--- src/sv/csvi_pkg.sv ---
// shared types and constants for the cel-shade vertex intensity block
// no dependencies; used by csvi_root_step and cel_shade_vertex_intensity_top
`default_nettype none

package csvi_pkg;

	localparam int NRM_W  = 16;
	localparam int CFG_W  = 48;
	localparam int PROD_W = 32;
	localparam int SUM_W  = 34;
	localparam int D_W    = 29;
	localparam int DL_W   = 45;
	localparam int DD_W   = 56;
	localparam int N_W    = 46;
	localparam int S_W    = 57;
	localparam int NH_W   = 22;
	localparam int NL_W   = 23;
	localparam int N2_W   = 90;
	localparam int QS_W   = 72;
	localparam int Q_W    = 15;

	localparam int FRONT_STAGES = 6;
	localparam int SRCH_STAGES  = Q_W;
	localparam int NUM_STAGES   = FRONT_STAGES + SRCH_STAGES;

	localparam int CFG_IDX_W = 2;
	localparam logic [CFG_IDX_W-1:0] CFG_MATRIX_COL0 = 2'd0;
	localparam logic [CFG_IDX_W-1:0] CFG_MATRIX_COL1 = 2'd1;
	localparam logic [CFG_IDX_W-1:0] CFG_MATRIX_COL2 = 2'd2;
	localparam logic [CFG_IDX_W-1:0] CFG_LIGHT_DIR   = 2'd3;

	localparam logic [CFG_W-1:0] RST_MATRIX_COL0 = 48'h0000_0000_1000;
	localparam logic [CFG_W-1:0] RST_MATRIX_COL1 = 48'h0000_1000_0000;
	localparam logic [CFG_W-1:0] RST_MATRIX_COL2 = 48'h1000_0000_0000;
	localparam logic [CFG_W-1:0] RST_LIGHT_DIR   = 48'h4000_0000_0000;

	typedef struct packed {
		logic signed [NRM_W-1:0] normal_x;
		logic signed [NRM_W-1:0] normal_y;
		logic signed [NRM_W-1:0] normal_z;
		logic                    last_vertex;
	} csvi_in_t;

	typedef struct packed {
		logic [Q_W-1:0] shade;
		logic           last_out;
	} csvi_out_t;

	// state carried through the shade search stages
	typedef struct packed {
		logic              last;
		logic              pos;
		logic [Q_W-1:0]    q;
		logic [N2_W-1:0]   p;
		logic [QS_W-1:0]   qs;
		logic [S_W-1:0]    s;
		logic [N2_W-1:0]   n2;
	} csvi_srch_t;

endpackage

`default_nettype wire

--- src/sv/csvi_root_step.sv ---
// one bit of the shade search: largest q with q*q*s <= n*n, one bit per stage
// depends on csvi_pkg
`default_nettype none

module csvi_root_step #(
	parameter int BIT = 0
) (
	input  wire                  clk,
	input  wire                  en,
	input  csvi_pkg::csvi_srch_t d,
	output csvi_pkg::csvi_srch_t q_o
);

	localparam int W  = csvi_pkg::N2_W;
	localparam int QW = csvi_pkg::QS_W;
	localparam int QB = csvi_pkg::Q_W;

	logic [W-1:0]  qs_term;
	logic [W-1:0]  s_term;
	logic [W-1:0]  cand;
	logic          take;
	csvi_pkg::csvi_srch_t nxt;

	// (q + 2^b)^2 s = q^2 s + 2^(b+1) q s + 2^(2b) s
	always_comb begin
		qs_term = W'(d.qs) << (BIT + 1);
		s_term  = W'(d.s) << (2 * BIT);
		cand    = d.p + qs_term + s_term;
		take    = d.pos && !d.q[QB-1] && (cand <= d.n2);
		nxt     = d;
		if (take) begin
			nxt.q  = d.q | (QB'(1) << BIT);
			nxt.p  = cand;
			nxt.qs = d.qs + (QW'(d.s) << BIT);
		end
	end

	always_ff @(posedge clk) begin
		if (en) begin
			q_o <= nxt;
		end
	end

endmodule

`default_nettype wire

--- config.mk ---
export PLATFORM = sky130hd
export DESIGN_NAME = csvi_root_step
export DESIGN_NICKNAME = d
export VERILOG_FILES = /design/src/sv/csvi_pkg.sv /design/src/sv/csvi_root_step.sv
export SDC_FILE = /design/constraint.sdc
export NUM_CORES = 1
export LEC_CHECK = 0
export BUFFER_PORTS_ARGS = -buffer_cell sky130_fd_sc_hd__buf_4
export CAP_MARGIN = 20
export CORE_AREA = 2 2 255 257
export CTS_CLUSTER_DIAMETER = 30
export DETAILED_ROUTE_END_ITERATION = 10
export DIE_AREA = 0 0 257 259
export PLACE_DENSITY = 0.61
export RECOVER_POWER = 100
export SLEW_MARGIN = 20
export SYNTH_ARGS = -nofsm -noshare
export SYNTH_HDL_FRONTEND = slang
export SYNTH_SLANG_ARGS = --single-unit
--- constraint.sdc ---
create_clock -name clk -period 17.74 [get_ports clk]
set_input_delay 5.322 -clock clk [delete_from_list [all_inputs] [get_ports clk]]
set_output_delay 5.322 -clock clk [all_outputs]
set_load 0.02 [all_outputs]
=== Word level (Yosys, flattened, before mapping) ===
Index checks and enable logic that the tools add are counted.

* Bits in registers: 326
* Input bits: 328
* Output and inout bits: 326
* Word-level logic and storage cells: 16

* Add/subtract/negate cells: 3
* Order comparisons: 1
* Muxes and demuxes: 1
* Reductions and logical operators: 3

{| class="wikitable"
|+ Operators by type and width
! cell !! count
|-
| 162-bit 2-to-1 mux || 1
|-
| 90-bit by 57-bit adder with 90-bit output || 1
|-
| 90-bit by 73-bit adder with 90-bit output || 1
|-
| 90-bit <= comparator || 1
|-
| 72-bit by 57-bit adder with 72-bit output || 1
|-
| 1-bit logical AND || 2
|-
| 1-bit logical NOT || 1
|}

=== Logic depth before layout (Yosys ltp) ===
* Depth after elaboration: 5
* Depth in mapped cells: 31
* Mapped depth without buffers: 25

=== Worst setup path after synthesis ===
Ideal clock, no wire load.

* Path kind: in2reg
* Start point: input d[121] (netlist bit)
* End point: register q_o[254] (netlist bit), data pin
* Library setup time: 0.253 ns
* Arrival time: 10.953 ns
* Required time: 17.487 ns
* Path slack: 6.534 ns
* Stages: 28
* Buffers on the path: 6
* Path through: fa_1 > ha_1 > buf_2 > a2111oi_0 > o21ai_0 > a41oi_1 > nor3_1 > o21ai_0 > nand3_1 > a21oi_2 > o31ai_4 > a221oi_2 > buf_4 > nor2_1 > xor2_1 > ha_1 > nand4_1 > or4_1 > nor3_1 > a21oi_1 > o2bb2ai_1 > clkbuf_1 > inv_1 > clkbuf_1 > buf_2 > buf_2 > nand2_1 > nand2_1

{| class="wikitable"
|+ RTL lines
! element !! RTL line !! source
|-
| from (decl) || csvi_root_step.sv:10 || <nowiki>input csvi_pkg::csvi_srch_t d,</nowiki>
|-
| to (signal assigned) || csvi_root_step.sv:40 || <nowiki>q_o <= nxt;</nowiki>
|-
| to (decl) || csvi_root_step.sv:11 || <nowiki>output csvi_pkg::csvi_srch_t q_o</nowiki>
|}

==> insert_results.sql <==
INSERT INTO impl_metrics (metric_group, metric, value, unit) VALUES
('logic_synthesis', 'synthesis.area_per_instance', '10.6', 'sq um'),
('power_and_ir_drop', 'clockPowerShare', '0.429', ''),
('logic_synthesis', 'synthDominantCellAreaShare', '0.415', ''),
('sta', 'finalSetupViolations', '0', ''),
('logic_synthesis', 'synth.largest_area_cell', 'sky130_fd_sc_hd__edfxtp_1', ''),
('layout', 'nFillCells', '6305', ''),
('run_status', 'outcome', 'finished with violations', ''),
('route', 'drt-vias-per-instance', '5.42', ''),
('place', 'dpl_hpwl', '73000', 'microns'),
('setup_path', 'critical-path-max-stage-delay', '1.91', 'ns'),
('power_and_ir_drop', 'seq_power_share', '0.267', ''),
('power_and_ir_drop', 'share_comb_of_total_power', '0.304', ''),
('die', 'floorplan.rows', '93', ''),
('flow_run', 'cap_violations', '4', ''),
('layout', 'layout-drive-gt1-share', '0.146', ''),
('power_and_ir_drop', 'leakage_dissipation', '0.0128', 'uW'),
('power_and_ir_drop', 'ir_drop', '0.0789', 'mV'),
('logic_synthesis', 'mappedNetlistArea', '23600', 'sq um'),
('setup_path', 'worstPathMaxFanout', '38', ''),
('logic_synthesis', 'sequential_fraction_of_the_synthesis_area', '0.415', ''),
('clock_network', 'tritoncts', 'done', ''),
('die', 'die-width', '257', 'microns'),
('logic_synthesis', 'synth-edff-count', '326', ''),
('clock_network', 'cts.clk_slew.worst_paths', '0.05', 'ns'),
('sta', 'min_tclk_post_route', '14.81', 'ns'),
('setup_path', 'worstPathArrival', '15.20', 'ns'),
('route', 'drt-pass1-iter-count', '6', ''),
('layout', 'regMostFlops', 'q_o', ''),
('sta', 'finalMaxSlewViolations', '294', ''),
('layout', 'largest_register_ff_count', '326', ''),
('global_routing', 'global_route.usage.met3', '0.0555', ''),
('global_routing', 'grt_pass1_wl', '130000', 'microns'),
('setup_path', 'crit_slowest_cell', 'sky130_fd_sc_hd__o2bb2ai_1', ''),
('power_and_ir_drop', 'cellPowerDensity', '118', 'nW/um^2'),
('layout', 'layout-area-overhead-vs-synth', '29.4', '%'),
('clock_network', 'clock_tree.htree_level_count', '3', ''),
('run_status', 'failed_checks', 'capacitance limit, slew limit', ''),
('logic_synthesis', 'ys.flop_type', 'sky130_fd_sc_hd__edfxtp_1', ''),
('power_and_ir_drop', 'p_int', '2380', 'uW'),
('setup_path', 'worst_path_dominant_cell_family', 'compound AO/OA/AOI/OAI gates', ''),
('setup_path', 'worst_path_most_repeated_cell', 'sky130_fd_sc_hd__o21ai_0', ''),
('setup_path', 'worst-endpoint-required', '18.13', 'ns'),
('clock_network', 'post_cts_hold_fix_bufs', '0', ''),
('route', 'drcViolationCount', '0', ''),
('global_routing', 'groute.usage.overall', '0.257', ''),
('sta', 'maxSlewHeadroom', '-3.24', ''),
('place', 'dp_cells', '3666', ''),
('power_and_ir_drop', 'reported_net_switching_power', '1240', 'uW'),
('sta', 'final-hold-violation-count', '0', ''),
('logic_synthesis', 'async_reset_ff_frac', '0', ''),
('global_routing', 'grtUsageMet2', '0.434', ''),
('sta', 'unrepaired_setup_endpoints_after_global_routing', 'no', ''),
('route', 'via_count', '20800', ''),
('setup_path', 'worst_setup_path_start_kind', 'input pin', ''),
('die', 'start_util', '0.369', ''),
('logic_synthesis', 'post_synth_most_frequent_cells', 'sky130_fd_sc_hd__edfxtp_1, sky130_fd_sc_hd__ha_1, sky130_fd_sc_hd__nand2_1, sky130_fd_sc_hd__a21oi_1, sky130_fd_sc_hd__o21ai_0', ''),
('sta', 'max_freq', '67.5', 'MHz'),
('route', 'first_iter_violations', '1780', ''),
('global_routing', 'first_global_vias', '21100', ''),
('layout', 'fin_util', '0.478', ''),
('die', 'dieHeight', '259', 'microns'),
('logic_synthesis', 'synthesis.nets', '2858', ''),
('logic_synthesis', 'synth_most_common_cell', 'sky130_fd_sc_hd__edfxtp_1', ''),
('clock_network', 'cts-resized-gates', '0', ''),
('die', 'core_region_area', '63900', 'sq um'),
('power_and_ir_drop', 'switching_share', '0.343', ''),
('setup_path', 'criticalPathCategory', 'in2reg', ''),
('global_routing', 'grt_overflow', '0', ''),
('logic_synthesis', 'post_synth_main_area_contributors', 'sky130_fd_sc_hd__edfxtp_1, sky130_fd_sc_hd__ha_1, sky130_fd_sc_hd__fa_1, sky130_fd_sc_hd__a21o_1, sky130_fd_sc_hd__a21oi_1', ''),
('clock_network', 'cts-buffers-inserted', '89', ''),
('logic_synthesis', 'syn-instance-count', '2235', '');
-- per-layer routing --
| metal | vias up | routed length [microns] |
|---|---|---|
| li1 | 9709 | - |
| met1 | 10000 | 36500 |
| met2 | 927 | 43000 |
| met3 | 176 | 6340 |
| met4 | 0 | 3350 |
| met5 | - | 0 |
-- layout make-up --
cell class	instances	area, sq um	area share
clock inverter	63	631	0.0207
tap	855	1070	0.0350
antenna	9	22.5	0.000738
multi-input combinational	1690	13000	0.424
clock buffer	101	2290	0.0751
sequential	326	9790	0.321
inverter	133	499	0.0164
timing repair buffer	662	3270	0.107
-- path summary, 6_finish.rpt --
kind | from | end | slack, ns | cells after the start
setup / recovery | d[91] | q_o[270] | 2.93 | 27
hold / removal | d[320] | q_o[320] | 4.89 | 1
-- kinds of logic after synthesis --
kind of cell	count (synthesis)	synth area share
compound gates	617	0.168
simple gates	546	0.114
flops	326	0.415
fa+ha+maj	295	0.175
buf+inv	219	0.0359
xor+xnor	168	0.0623
mux	64	0.0305
-- per-stage QoR --
stage / hold slack (ns) / instance area, sq um / setup WS [ns]
after floorplan: 5.42 / 23600 / 6.53
after global placement: 5.50 / 29300 / 3.87
after detailed placement: 5.50 / 29300 / 3.77
after CTS: 4.83 / 32200 / 4.40
after global routing: 4.86 / 30500 / 2.25
final: 4.89 / 30500 / 2.93
-- layout by cell type (no fill, tap or decap), types with 9 or more instances in the layout --
cell | netlist | final
sky130_fd_sc_hd__clkinv_1 | 0 | 13
sky130_fd_sc_hd__clkinv_4 | 0 | 12
sky130_fd_sc_hd__mux2_2 | 63 | 60
sky130_fd_sc_hd__nor2b_1 | 13 | 13
sky130_fd_sc_hd__edfxtp_1 | 326 | 326
sky130_fd_sc_hd__o21ai_0 | 151 | 151
sky130_fd_sc_hd__xor2_1 | 83 | 83
sky130_fd_sc_hd__o21a_1 | 13 | 13
sky130_fd_sc_hd__xnor2_1 | 85 | 85
sky130_fd_sc_hd__buf_4 | 1 | 170
sky130_fd_sc_hd__nor2_1 | 101 | 101
sky130_fd_sc_hd__ha_1 | 237 | 237
sky130_fd_sc_hd__nand2_1 | 199 | 199
sky130_fd_sc_hd__diode_2 | 0 | 9
sky130_fd_sc_hd__o211ai_1 | 10 | 10
sky130_fd_sc_hd__and4_1 | 11 | 11
sky130_fd_sc_hd__nand2b_1 | 10 | 10
sky130_fd_sc_hd__fa_1 | 58 | 58
sky130_fd_sc_hd__a221oi_1 | 9 | 9
sky130_fd_sc_hd__a21oi_1 | 174 | 174
sky130_fd_sc_hd__clkbuf_4 | 0 | 38
sky130_fd_sc_hd__clkinv_2 | 0 | 13
sky130_fd_sc_hd__a21o_1 | 136 | 136
sky130_fd_sc_hd__inv_1 | 133 | 132
sky130_fd_sc_hd__clkbuf_1 | 64 | 465
sky130_fd_sc_hd__nand3_1 | 36 | 36
sky130_fd_sc_hd__clkbuf_16 | 0 | 90
sky130_fd_sc_hd__a31oi_1 | 13 | 13
sky130_fd_sc_hd__and2_1 | 10 | 9
sky130_fd_sc_hd__nor3_1 | 31 | 32
sky130_fd_sc_hd__a21boi_0 | 9 | 9
sky130_fd_sc_hd__nand4_1 | 77 | 77
sky130_fd_sc_hd__o21bai_1 | 33 | 33
sky130_fd_sc_hd__and3_1 | 16 | 16
sky130_fd_sc_hd__clkinvlp_4 | 0 | 9
-- power groups by stage --
| stage | clock, uW | sequential, uW | combinational [uW] |
|---|---|---|---|
| 6_report | 1550 | 966 | 1100 |
| 5_1_grt | 1620 | 972 | 1200 |
| 4_1_cts | 1580 | 965 | 1170 |
| 3_5_place_dp | 0 | 976 | 1160 |
| 3_3_place_gp | 0 | 975 | 1140 |
| 2_1_floorplan | 0 | 1060 | 606 |
Note: power is estimated with default switching activity, not from simulation.
